--- src/rtl/core/ltkm_pkg.sv ---
// ----------------------------------------------------------------------------
// ltkm_pkg: shared types and codes of the loser-tree k-way merge selector
// Controller states, command and status bundles, and result status codes.
// ----------------------------------------------------------------------------
package ltkm_pkg;

  // Result status codes.
  localparam logic [1:0] STATUS_NOT_READY = 2'd0;
  localparam logic [1:0] STATUS_WINNER    = 2'd1;
  localparam logic [1:0] STATUS_EXHAUSTED = 2'd2;

  // Number of ways after reset.
  localparam logic [3:0] CFG_WAYS_RESET = 4'd8;

  typedef enum logic [2:0] {
    S_IDLE,
    S_RD_NODE,
    S_RD_KEY,
    S_CMP,
    S_FINISH,
    S_DONE
  } state_t;

  // Commands from the controller to the datapath.
  typedef struct packed {
    logic accept;    // an input item is taken this cycle
    logic rd_key;    // node read data is back, latch the resident entry
    logic cmp_step;  // compare at the current node and climb one level
    logic finish;    // the climbing contender becomes the overall winner
    logic out_load;  // load the result register
  } cmd_t;

  // Status from the datapath to the controller.
  typedef struct packed {
    logic head_replay;  // current input is a head item of a way in range
    logic walk_empty;   // that way's leaf sits directly below the root
    logic walk_last;    // the node being compared is the last below the root
    logic out_full;     // the result register holds an item not yet taken
  } sts_t;

endpackage

--- src/rtl/core/loser_tree_kway_merge_top.sv ---
// ----------------------------------------------------------------------------
// loser_tree_kway_merge_top: loser-tree winner selector for a k-way merge
// Keeps the tree over the front keys of up to WAYS ways and reports the way
// with the smallest key after every input item.
// ----------------------------------------------------------------------------
// Usage:
//   Input items (in_valid/in_stall) are either a start item (in_kind = 0),
//   which clears the tree, or a head item giving a way's new front key or
//   marking it exhausted. Each input item yields exactly one result item on
//   out_valid/out_stall: not-ready, winner (way and key) or all-exhausted.
//   cfg_we/cfg_ways_in_use sets the number of ways; write it only while idle.
// Sequence:
//   A head item replays L tree levels, L = floor(log2((way + n) / 2)) + 1,
//   three for eight ways. Each level is a node memory read followed by a
//   front-key memory read and compare; after the last level a finish step
//   takes the winner, and the result is loaded before the next item can be
//   accepted. With one way in use there is no level to replay and a head
//   item goes straight to the finish step; start items and ignored heads go
//   straight to the result load, which returns the controller to idle.
// Reset and stall:
//   After reset the tree is empty and eight ways are in use. A stalled result
//   holds in the output register; the next item is still accepted, and its
//   result waits until the register drains.
// ----------------------------------------------------------------------------
module loser_tree_kway_merge_top
  import ltkm_pkg::*;
#(
  parameter int WAYS     = 8,
  parameter int KEY_BITS = 32
) (
  input  logic                    clk,
  input  logic                    rst_n,
  input  logic                    cfg_we,
  input  logic [3:0]              cfg_ways_in_use,
  input  logic                    in_valid,
  output logic                    in_stall,
  input  logic                    in_kind,
  input  logic [$clog2(WAYS)-1:0] in_way,
  input  logic                    in_has_key,
  input  logic [KEY_BITS-1:0]     in_key,
  output logic                    out_valid,
  input  logic                    out_stall,
  output logic [1:0]              out_status,
  output logic [$clog2(WAYS)-1:0] out_winner_way,
  output logic [KEY_BITS-1:0]     out_winner_key
);

  cmd_t cmd;
  sts_t sts;

  ltkm_ctrl u_ctrl (
    .clk       (clk),
    .rst_n     (rst_n),
    .in_valid  (in_valid),
    .in_stall  (in_stall),
    .out_stall (out_stall),
    .sts       (sts),
    .cmd       (cmd)
  );

  ltkm_dpath #(
    .WAYS     (WAYS),
    .KEY_BITS (KEY_BITS)
  ) u_dpath (
    .clk             (clk),
    .rst_n           (rst_n),
    .cmd             (cmd),
    .sts             (sts),
    .cfg_we          (cfg_we),
    .cfg_ways_in_use (cfg_ways_in_use),
    .in_kind         (in_kind),
    .in_way          (in_way),
    .in_has_key      (in_has_key),
    .in_key          (in_key),
    .out_stall       (out_stall),
    .out_valid       (out_valid),
    .out_status      (out_status),
    .out_winner_way  (out_winner_way),
    .out_winner_key  (out_winner_key)
  );

endmodule

--- src/rtl/core/ltkm_ctrl.sv ---
// ----------------------------------------------------------------------------
// ltkm_ctrl: sequencer of the loser-tree merge selector
// Walks one replay from leaf to root, one tree level per read-key and
// compare state pair, and hands the result to the output register.
// ----------------------------------------------------------------------------
module ltkm_ctrl
  import ltkm_pkg::*;
(
  input  logic clk,
  input  logic rst_n,
  input  logic in_valid,
  output logic in_stall,
  input  logic out_stall,
  input  sts_t sts,
  output cmd_t cmd
);

  state_t state_r, state_nxt;

  always_ff @(posedge clk) begin
    if (!rst_n) begin
      state_r <= S_IDLE;
    end else begin
      state_r <= state_nxt;
    end
  end

  always_comb begin
    state_nxt = state_r;
    cmd       = '0;
    unique case (state_r)
      S_IDLE: begin
        if (in_valid) begin
          cmd.accept = 1'b1;
          if (sts.head_replay) begin
            state_nxt = sts.walk_empty ? S_FINISH : S_RD_NODE;
          end else begin
            state_nxt = S_DONE;
          end
        end
      end
      // The node read for the first level is in flight.
      S_RD_NODE: begin
        state_nxt = S_RD_KEY;
      end
      S_RD_KEY: begin
        cmd.rd_key = 1'b1;
        state_nxt  = S_CMP;
      end
      S_CMP: begin
        cmd.cmp_step = 1'b1;
        state_nxt    = sts.walk_last ? S_FINISH : S_RD_KEY;
      end
      S_FINISH: begin
        cmd.finish = 1'b1;
        state_nxt  = S_DONE;
      end
      S_DONE: begin
        if (!sts.out_full || !out_stall) begin
          cmd.out_load = 1'b1;
          state_nxt    = S_IDLE;
        end
      end
      default: begin
        state_nxt = S_IDLE;
      end
    endcase
  end

  assign in_stall = (state_r != S_IDLE);

endmodule

--- src/rtl/core/ltkm_dpath.sv ---
// ----------------------------------------------------------------------------
// ltkm_dpath: datapath of the loser-tree merge selector
// Holds the node and front-key memories, the per-way live flags, the
// climbing contender, the winner and the result register.
// ----------------------------------------------------------------------------
module ltkm_dpath
  import ltkm_pkg::*;
#(
  parameter int WAYS     = 8,
  parameter int KEY_BITS = 32
) (
  input  logic                        clk,
  input  logic                        rst_n,
  input  cmd_t                        cmd,
  output sts_t                        sts,
  input  logic                        cfg_we,
  input  logic [3:0]                  cfg_ways_in_use,
  input  logic                        in_kind,
  input  logic [$clog2(WAYS)-1:0]     in_way,
  input  logic                        in_has_key,
  input  logic [KEY_BITS-1:0]         in_key,
  input  logic                        out_stall,
  output logic                        out_valid,
  output logic [1:0]                  out_status,
  output logic [$clog2(WAYS)-1:0]     out_winner_way,
  output logic [KEY_BITS-1:0]         out_winner_key
);

  localparam int WAY_W  = $clog2(WAYS);
  localparam int NODE_W = $clog2(WAYS + 2);
  localparam int N_W    = $clog2(WAYS + 1);
  localparam int CW     = (N_W > 4) ? N_W : 4;
  localparam int SW     = CW + 1;

  localparam logic [NODE_W-1:0] NODE_UNSET     = NODE_W'(WAYS);
  localparam logic [NODE_W-1:0] NODE_EXHAUSTED = NODE_W'(WAYS + 1);

  // Configuration and effective way count.
  logic [3:0]    cfg_ways_r;
  logic [CW-1:0] cfg_ext;
  logic [CW-1:0] n_eff;
  logic [SW-1:0] leaf_sum;
  logic [WAY_W-1:0] first_parent;
  logic          in_range;

  // Tree state.
  logic [NODE_W-1:0]   node_mem [WAYS];
  logic [WAYS-1:0]     node_vld_r;
  logic [NODE_W-1:0]   node_rd_r;
  logic                node_rd_vld_r;
  logic [WAY_W-1:0]    node_raddr;
  logic [KEY_BITS-1:0] key_mem [WAYS];
  logic [KEY_BITS-1:0] key_rd_r;
  logic [WAY_W-1:0]    key_raddr;
  logic [WAYS-1:0]     way_live_r;
  logic [NODE_W-1:0]   node0_r;
  logic [KEY_BITS-1:0] win_key_r;

  // Replay walk.
  logic [WAY_W-1:0]    parent_r;
  logic [WAY_W-1:0]    parent_up;
  logic [NODE_W-1:0]   next_r, next_nxt;
  logic [KEY_BITS-1:0] next_key_r, next_key_nxt;
  logic [NODE_W-1:0]   held_r;
  logic [NODE_W-1:0]   held_c;
  logic                live_next;
  logic                live_held;
  logic                arr_loses;
  logic                node_we;
  logic [NODE_W-1:0]   node_wd;

  // Result.
  logic                out_valid_r;
  logic [1:0]          out_status_r;
  logic [WAY_W-1:0]    out_way_r;
  logic [KEY_BITS-1:0] out_key_r;
  logic [1:0]          res_status;
  logic                top_live;

  always_comb begin
    cfg_ext = CW'(cfg_ways_r);
    if (cfg_ext == '0) begin
      n_eff = CW'(1);
    end else if (cfg_ext > CW'(WAYS)) begin
      n_eff = CW'(WAYS);
    end else begin
      n_eff = cfg_ext;
    end
  end

  assign in_range     = (CW'(in_way) < n_eff);
  assign leaf_sum     = SW'(in_way) + SW'(n_eff);
  assign first_parent = WAY_W'(leaf_sum >> 1);
  assign parent_up    = parent_r >> 1;

  assign sts.head_replay = in_kind && in_range;
  assign sts.walk_empty  = (first_parent == '0);
  assign sts.walk_last   = (parent_up == '0);
  assign sts.out_full    = out_valid_r;

  // A node that was never written since the last start reads as unset.
  assign held_c     = node_rd_vld_r ? node_rd_r : NODE_UNSET;
  assign node_raddr = cmd.cmp_step ? parent_up : parent_r;
  assign key_raddr  = (held_c < NODE_UNSET) ? held_c[WAY_W-1:0] : '0;

  always_ff @(posedge clk) begin
    if (!rst_n) begin
      cfg_ways_r <= CFG_WAYS_RESET;
    end else if (cfg_we) begin
      cfg_ways_r <= cfg_ways_in_use;
    end
  end

  // Memories: one write and one registered read each.
  always_ff @(posedge clk) begin
    node_rd_r <= node_mem[node_raddr];
    if (node_we) begin
      node_mem[parent_r] <= node_wd;
    end
  end

  always_ff @(posedge clk) begin
    key_rd_r <= key_mem[key_raddr];
    if (cmd.accept && sts.head_replay) begin
      key_mem[in_way] <= in_has_key ? in_key : '0;
    end
  end

  // Comparison at one node. An exhausted or stale way loses to any way that
  // still has a key; between two such ways the arriving one stays on top.
  assign live_next = (next_r < NODE_UNSET) && way_live_r[next_r[WAY_W-1:0]];
  assign live_held = (held_r < NODE_UNSET) && way_live_r[held_r[WAY_W-1:0]];

  always_comb begin
    if (!live_next) begin
      arr_loses = live_held;
    end else if (!live_held) begin
      arr_loses = 1'b0;
    end else begin
      arr_loses = (next_key_r > key_rd_r);
    end
  end

  always_comb begin
    node_we      = 1'b0;
    node_wd      = next_r;
    next_nxt     = next_r;
    next_key_nxt = next_key_r;
    if (cmd.cmp_step) begin
      if (held_r == NODE_UNSET) begin
        node_we  = 1'b1;
        node_wd  = next_r;
        next_nxt = NODE_UNSET;
      end else if (next_r == NODE_EXHAUSTED) begin
        node_we      = 1'b1;
        node_wd      = NODE_EXHAUSTED;
        next_nxt     = held_r;
        next_key_nxt = key_rd_r;
      end else if ((held_r == NODE_EXHAUSTED) || (next_r == NODE_UNSET)) begin
        node_we = 1'b0;
      end else if (arr_loses) begin
        node_we      = 1'b1;
        node_wd      = next_r;
        next_nxt     = held_r;
        next_key_nxt = key_rd_r;
      end
    end
  end

  // Control state with reset.
  always_ff @(posedge clk) begin
    if (!rst_n) begin
      node_vld_r    <= '0;
      node_rd_vld_r <= 1'b0;
      way_live_r    <= '0;
      node0_r       <= NODE_UNSET;
      out_valid_r   <= 1'b0;
    end else begin
      node_rd_vld_r <= node_vld_r[node_raddr];
      if (cmd.accept && !in_kind) begin
        node_vld_r <= '0;
        way_live_r <= '0;
        node0_r    <= NODE_UNSET;
      end else begin
        if (cmd.accept && sts.head_replay) begin
          way_live_r[in_way] <= in_has_key;
        end
        if (node_we) begin
          node_vld_r[parent_r] <= 1'b1;
        end
        if (cmd.finish) begin
          node0_r <= next_r;
        end
      end
      if (cmd.out_load) begin
        out_valid_r <= 1'b1;
      end else if (!out_stall) begin
        out_valid_r <= 1'b0;
      end
    end
  end

  // Walk registers, no reset needed.
  always_ff @(posedge clk) begin
    if (cmd.accept) begin
      parent_r   <= first_parent;
      next_r     <= in_has_key ? NODE_W'(in_way) : NODE_EXHAUSTED;
      next_key_r <= in_has_key ? in_key : '0;
    end else begin
      if (cmd.cmp_step) begin
        parent_r <= parent_up;
      end
      next_r     <= next_nxt;
      next_key_r <= next_key_nxt;
    end
    if (cmd.rd_key) begin
      held_r <= held_c;
    end
    if (cmd.finish) begin
      win_key_r <= next_key_r;
    end
  end

  // Result from the winner at the root.
  assign top_live = (node0_r < NODE_UNSET) && way_live_r[node0_r[WAY_W-1:0]];

  always_comb begin
    if (node0_r == NODE_UNSET) begin
      res_status = STATUS_NOT_READY;
    end else if (!top_live) begin
      res_status = STATUS_EXHAUSTED;
    end else begin
      res_status = STATUS_WINNER;
    end
  end

  always_ff @(posedge clk) begin
    if (cmd.out_load) begin
      out_status_r <= res_status;
      out_way_r    <= (res_status == STATUS_WINNER) ? node0_r[WAY_W-1:0] : '0;
      out_key_r    <= (res_status == STATUS_WINNER) ? win_key_r : '0;
    end
  end

  assign out_valid      = out_valid_r;
  assign out_status     = out_status_r;
  assign out_winner_way = out_way_r;
  assign out_winner_key = out_key_r;

endmodule

--- config.mk ---
export PLATFORM = sky130hd
export DESIGN_NAME = loser_tree_kway_merge_top
export DESIGN_NICKNAME = d
export VERILOG_FILES = /design/src/rtl/core/ltkm_pkg.sv /design/src/rtl/core/loser_tree_kway_merge_top.sv /design/src/rtl/core/ltkm_ctrl.sv /design/src/rtl/core/ltkm_dpath.sv
export SDC_FILE = /design/constraint.sdc
export NUM_CORES = 1
export LEC_CHECK = 0
export ABC_AREA = 1
export BUFFER_PORTS_ARGS = -buffer_cell sky130_fd_sc_hd__buf_2
export CORE_ASPECT_RATIO = 0.9
export CORE_MARGIN = 5
export CORE_UTILIZATION = 64
export CTS_BUF_LIST = sky130_fd_sc_hd__clkbuf_2
export CTS_CLUSTER_DIAMETER = 100
export CTS_CLUSTER_SIZE = 24
export DETAILED_ROUTE_END_ITERATION = 12
export PLACE_DENSITY_LB_ADDON = 0.12
export SYNTH_ARGS = -nofsm -noshare
export SYNTH_HDL_FRONTEND = slang
export SYNTH_HIERARCHICAL = 1
export SYNTH_SLANG_ARGS = --single-unit
--- constraint.sdc ---
create_clock -name clk -period 4.6 [get_ports clk]
set_input_delay 0.69 -clock clk [delete_from_list [all_inputs] [get_ports clk]]
set_output_delay 0.69 -clock clk [all_outputs]
set_load 0.05 [all_outputs]
==> impl_metrics.ini, run 1 <==
[status]
status = completed

[routing]
drc = 0
drt_pass1_iterations = 5
ant_nets = 0
wl_per_cell_um = 19.03
drt_iter0_drc = 1044
wl_um = 39890
vias = 11940
vias_per_cell = 5.698

[die]
dieHeight_um = 173.3
pin_count = 85
dieArea_um2 = 33160
rows = 59
initial_core_util_pct = 65.17
dieWidth_um = 191.4
core-area_um2 = 29090

[final_layout]
final_area_um2 = 20210
syn_to_final_growth_pct = 6.594
drive_gt1_share_pct = 13.89
nets = 1765
utilization_pct = 69.47

[pwr]
pwr-share-seq_pct = 63.0
p_int_uw = 5727
power_frac_clock_pct = 16.7
power.leakage_uw = 0.007858
swShare_pct = 30.09
p_switching_uw = 2466
pwr-share-comb_pct = 20.3
total_power_uw = 8193
ir_drop_uv = 239.2
p_per_area_nw_per_um2 = 405.5

[logic_synthesis]
synth_top_area_cell = edfxtp_1
synth-simple-area-share_pct = 11.65
ys_seq_area_share_pct = 70.07
synthFlopType = edfxtp_1
synth_top_family_by_area = simple AND/OR/NAND/NOR gates
synthMuxAreaShare_pct = 0
synthesis.nets = 1685
synth_fa_ha_area_share_pct = 2.482
synth_seq_cells = 465
synth_edf_count = 397
synth_top_area_share_pct = 62.89
synth_compound_area_share_pct = 10.29
synth-xor-area-share_pct = 0.09241
netlist_area_um2 = 18960
syn_avg_cell_area_um2 = 11.83
syn_inst = 1602
synth.area.top_cells = edfxtp_1 63%, dfxtp_1 7.2%, nor2_1 4.5%
async_reset_ff_share_pct = 0
ys.warnings.count = 6
yosysUniqueCellTypes = 43

[cts]
numCtsBuffers = 23
clk_path_buf_depth = 3
clk_latency_ns = 0.98
clockRootBuffer = clkbuf_2
cts_tree = built
clkTransAtPathRegs_ns = 0.39
ctsResizeCount = 0
cts.sinks = 465
htreeDepth = 1

[setup_path]
endpoint_kind = register
critPathArrivalTime_ns = 3.76
worstSetupStartpointType = register
crit_type = register to register
crit_required_ns = 5.22
crit_path_max_fanout = 32

[sta]
slew_violations = 0
tightestPinTransition_ns = 1.229
fin_crit_ns = 3.140
skew_ns = 0.08816
rsz0062_at_grt = no
setup_violations = 0
whs_ns = 0.1199
slew_headroom_pct = 17.90
fmax_mhz = 318.5
hold_violations = 0
fin_crit_sh_pct = 68.26
finalSetupTns_ns = 0

[placement]
io_buffer_count = 84
place.gp.congestion = 0.8656
dpl_cell_area_um2 = 19690
hpwl_um = 23410

[min_path]
hp-class = input port to register

[global_routing]
grt_pass1_wl_um = 62300
grt_antenna_before_repair = 1
grt_pass1_vias = 11490
grt_max_degree = 78
grt-ovfl-total = 0
track_usage_pct = 23.84

[run]
cap_violations = 0
-- state kept, by name, indices dropped and copies added (netlist names), 2 cells and up --
| register | flops |
|---|---|
| u_dpath/held_r | 4 |
| u_dpath/out_winner_key | 32 |
| u_dpath/node_mem | 32 |
| u_dpath/out_winner_way | 3 |
| u_dpath/out_status | 2 |
| u_dpath/node0_r | 4 |
| u_dpath/win_key_r | 32 |
| u_dpath/next_key_r | 32 |
| u_dpath/next_r | 4 |
| u_dpath/parent_r | 3 |
| u_dpath/node_vld_r | 8 |
| u_dpath/node_rd_r | 4 |
| u_dpath/cfg_ext | 4 |
| u_ctrl/state_r | 3 |
| u_dpath/key_rd_r | 32 |
| u_dpath/way_live_r | 8 |
| u_dpath/key_mem | 256 |
-- kinds of logic after synthesis --
| kind of cell | Yosys count |
|---|---|
| and+or+nand+nor | 497 |
| xor gates and xnor gates | 2 |
| DFF | 465 |
| adders and majority gates | 37 |
| buffers and inverters | 253 |
| AOI/OAI and AO/OA | 348 |
-- stage by stage --
stage / setup slack [ns] / instances
after floorplan: 0.5167 / 1602
after global placement: 1.617 / 2024
after detailed placement: 1.528 / 2024
after CTS: 1.435 / 2095
after global routing: 1.241 / 2096
final: 1.460 / 2096
-- placed cells by master, fill, tap and decap left out, types with 9 or more instances in the layout --
cell,instances
o22ai_1,37
a31oi_1,38
o211ai_1,34
o21ai_0,120
or2_1,10
nor3_1,9
o21ai_1,59
buf_2,84
buf_4,19
or2_2,54
dfxtp_1,68
a21oi_1,48
inv_2,12
clkbuf_2,40
dlygate4sd3_1,29
inv_1,163
nor2_1,225
edfxtp_1,397
nor2_4,13
nand2_1,145
ha_1,36
nand3_1,25
-- worst paths after layout --
check	from	end	slack (ns)	cells past startpoint
worst max-delay path	u_dpath/next_key_r[31]	u_dpath/next_key_r[8]	1.46	11
worst min-delay path	in_key[27]	u_dpath/next_key_r[27]	0.12	3
worst max register to register	u_dpath/next_key_r[31]	u_dpath/next_key_r[8]	1.46	11
worst min register to register	u_dpath/node_vld_r[2]	u_dpath/node_vld_r[2]	0.46	2
-- power by group through the flow --
stage | combinational [uW] | clock (uW) | sequential, uW
detailed placement | 1630 | 0 | 5250
global route | 1880 | 1570 | 5200
CTS | 1660 | 1410 | 5160
global placement | 1580 | 0 | 5240
finish | 1660 | 1370 | 5160
floorplan | 1170 | 0 | 5220
-- area by class of cell --
type / instances / area [um2]
clock buffers: 40 / 200.2
fillers: 2187 / 8880
multi-input cells: 884 / 4690
inverters: 176 / 661.9
clock inverters: 2 / 20.02
flip-flops and latches: 465 / 13280
diodes: 1 / 2.502
repair buffers: 132 / 853.3
well taps: 396 / 495.5
-- critical path, cell delays in order (launching register included) --
cell and delay [ns]:
edfxtp_1 0.49, ha_1 0.32, nand2_1 0.09, nor2_1 0.15
nand2_1 0.13, nor2_1 0.29, nand2_1 0.09, nand2_1 0.06
nand2_1 0.06, nand2_1 0.07, a21oi_1 0.09, o21ai_4 0.94
-- what timing repair did --
| action | in CTS | in global routing |
|---|---|---|
| hold endpoints to repair | 21 | 0 |
| setup buffers | 0 | 0 |
| hold buffers | 29 | 0 |
-- cells in the mapped netlist (3+ instances only) --
cell type / count
nand4_1: 4
inv_1: 164
inv_2: 11
a21oi_1: 49
nand2_4: 3
o21ai_1: 59
or2_1: 10
ha_1: 36
buf_4: 7
nor2_4: 10
or2_2: 54
nand3_1: 25
nor3_1: 9
clkbuf_1: 35
nor2_1: 227
a31oi_1: 38
nor2_2: 5
dfxtp_1: 68
nand2_1: 145
o22ai_1: 37
o21ai_0: 121
buf_2: 27
edfxtp_1: 397
buf_1: 5
o211ai_1: 34
-- routing by layer --
layer	GRT usage [%]	wire length (um)	share of wire, %	vias to the layer above
li1	-	-	-	5722
met1	35.20	17380	44	5723
met2	39.10	18880	47	427
met3	2.517	2686	6.7	71
met4	5.266	935	2.3	0
met5	0	0	0	-
Note: power is estimated with default switching activity, not from simulation.
==> inputs of run 2 (changes only) <==
==> constraint.sdc (replaced) <==
create_clock -name clk -period 2.9 [get_ports clk]
set_input_delay 0.435 -clock clk [delete_from_list [all_inputs] [get_ports clk]]
set_output_delay 0.435 -clock clk [all_outputs]
set_load 0.05 [all_outputs]
==> impl_metrics.ini, run 2 (synthesized netlist as in run 1, its figures left out) <==
[final_layout]
fillers = 2046
drive_gt1_share_pct = 14.51
top_register = u_dpath/key_mem
utilization_pct = 71.54
syn_to_final_growth_pct = 9.769
largest_reg_flops = 256
nets = 1811
layout_common_cells = 397 x edfxtp_1, 225 x nor2_1, 163 x inv_1, 145 x nand2_1, 120 x o21ai_0
final_common_cell = edfxtp_1

[sta]
skew_ns = 0.08259
setup_violations = 0
hold_violations = 0
layout_setup_ws_ns = 0.2441
finalSetupTns_ns = 0
slew_headroom_pct = 45.15
slew_violations = 0
fin_crit_sh_pct = 91.58
tightestPinTransition_ns = 0.8209
whs_ns = 0.2337
fin_crit_ns = 2.656
rsz0062_at_grt = no
fmax_mhz = 376.5

[global_routing]
grt_pass1_vias = 11760
grt_antenna_before_repair = 1
grt_pass1_wl_um = 63510
grt-ovfl-total = 0
track_usage_pct = 24.18
grt_max_degree = 129

[setup_path]
regToRegSetupSlack_ns = 0.24
critPathArrivalTime_ns = 3.57
crit_type = register to register
cpMostUsedCell = nand2_1
slowest_delay_ns = 0.55
crit_path_max_fanout = 6
ff2ff_path_depth = 14
crit_chain = inv_2 -> nand2_1 -> ha_1 -> inv_1 -> a21oi_1 -> o31ai_2 -> xor2_1 -> nor3_2 -> nand3_1 -> nand2_1 -> nand2_1 -> a21oi_1 -> nor2_1 -> dlygate4sd3_1
endpoint_kind = register
worstSetupStartpointType = register
crit_required_ns = 3.81
cp_slowest_cell = dlygate4sd3_1

[run]
cap_violations = 0

[cts]
clk_path_buf_depth = 3
numCtsBuffers = 23
clk_latency_ns = 0.99
cts_setup_buffers = 0
cts.sinks = 465
cts_tree = built
clkTransAtPathRegs_ns = 0.43
htreeDepth = 1
clockRootBuffer = clkbuf_2

[die]
rows = 59
dieHeight_um = 173.3
initial_core_util_pct = 65.17
dieArea_um2 = 33160
dieWidth_um = 191.4
core-area_um2 = 29090
pin_count = 85

[pwr]
p_int_uw = 9185
power.leakage_uw = 0.008097
pwr-share-comb_pct = 21.4
power_frac_clock_pct = 16.4
swShare_pct = 30.23
p_switching_uw = 3979
pwr-share-seq_pct = 62.2
ir_drop_uv = 480.3
p_per_area_nw_per_um2 = 632.6

[placement]
hpwl_um = 24760
place.gp.congestion = 0.8506
pre_cts_ws_ns = 0.3693
io_buffer_count = 84

[min_path]
hp-class = input port to register
hold_depth = 3

[routing]
vias_per_cell = 5.643
drt_iter0_drc = 1225
drc = 0
ant_nets = 0
drt_pass1_iterations = 5
wl_per_cell_um = 18.82
wl_um = 40290
vias = 12080

[status]
status = completed
==> run 2: changes by cell type in the layout (fill, tap and decap cells not counted) <==
cell	previous run	this run
buf_12	0	14
buf_4	19	21
dlygate4sd3_1	29	59
inv_2	12	11
nor3_1	9	8
nor3_2	1	2
o31ai_1	1	0
o31ai_2	0	1
==> run 2: what timing repair did <==
| item | CTS | global route |
|---|---|---|
| endpoints found under the setup margin | 0 | 2 |
| hold endpoints to repair | 371 | 0 |
| gates resized for setup | 0 | 2 |
| hold buffers | 59 | 0 |
==> run 2: critical path, delay by kind of cell (launching register included) <==
family                   cells  cell delay (ns)
adder cells (fa/ha/maj)      1             0.41
flip-flops                   1             0.42
AO/OA/AOI/OAI                3             0.38
buffers and inverters        3             0.72
XOR/XNOR                     1             0.17
AND/OR/NAND/NOR              6             0.53
==> run 2: area by class of cell <==
type	count	area (um2)	share of cell area [%]
diodes	1	2.502	0.01203
repair buffers	178	1449	6.963
multi-input cells	884	4700	22.59
inverters	176	661.9	3.181
flip-flops and latches	465	13280	63.84
clock inverters	1	16.27	0.07817
clock buffers	40	200.2	0.9621
well taps	396	495.5	2.381
==> run 2: stage by stage <==
stage | cells | instance area, um2 | total power (uW)
2_1_floorplan | 1602 | 18960 | 10140
3_3_place_gp | 2040 | 19990 | 10920
3_5_place_dp | 2040 | 19990 | 11030
4_1_cts | 2140 | 20790 | 13220
5_1_grt | 2141 | 20810 | 13900
6_report | 2141 | 20810 | 13160
==> run 2: power by group through the flow <==
stage | Combinational, uW | Clock [uW] | Sequential [uW]
after CTS | 2790 | 2240 | 8180
final | 2820 | 2160 | 8180
after detailed placement | 2710 | 0 | 8320
after global routing | 3160 | 2500 | 8240
after floorplan | 1870 | 0 | 8270
after global placement | 2620 | 0 | 8300
==> run 2: path summary, 6_finish.rpt <==
path	from	endpoint
hold reg to reg	u_dpath/node_vld_r[2]	u_dpath/node_vld_r[2]
hold / removal	cfg_we	u_dpath/cfg_ext[3]
setup / recovery	u_dpath/cfg_ext[3]	u_ctrl/state_r[0]
setup reg to reg	u_dpath/cfg_ext[3]	u_ctrl/state_r[0]
==> run 2: metal layers <==
layer,GRT usage (%),share of wire [%],vias up
met5,0,0,-
met3,3.343,6.8,58
met4,5.416,2.1,0
li1,-,-,5807
met2,39.47,48,453
met1,35.31,44,5763
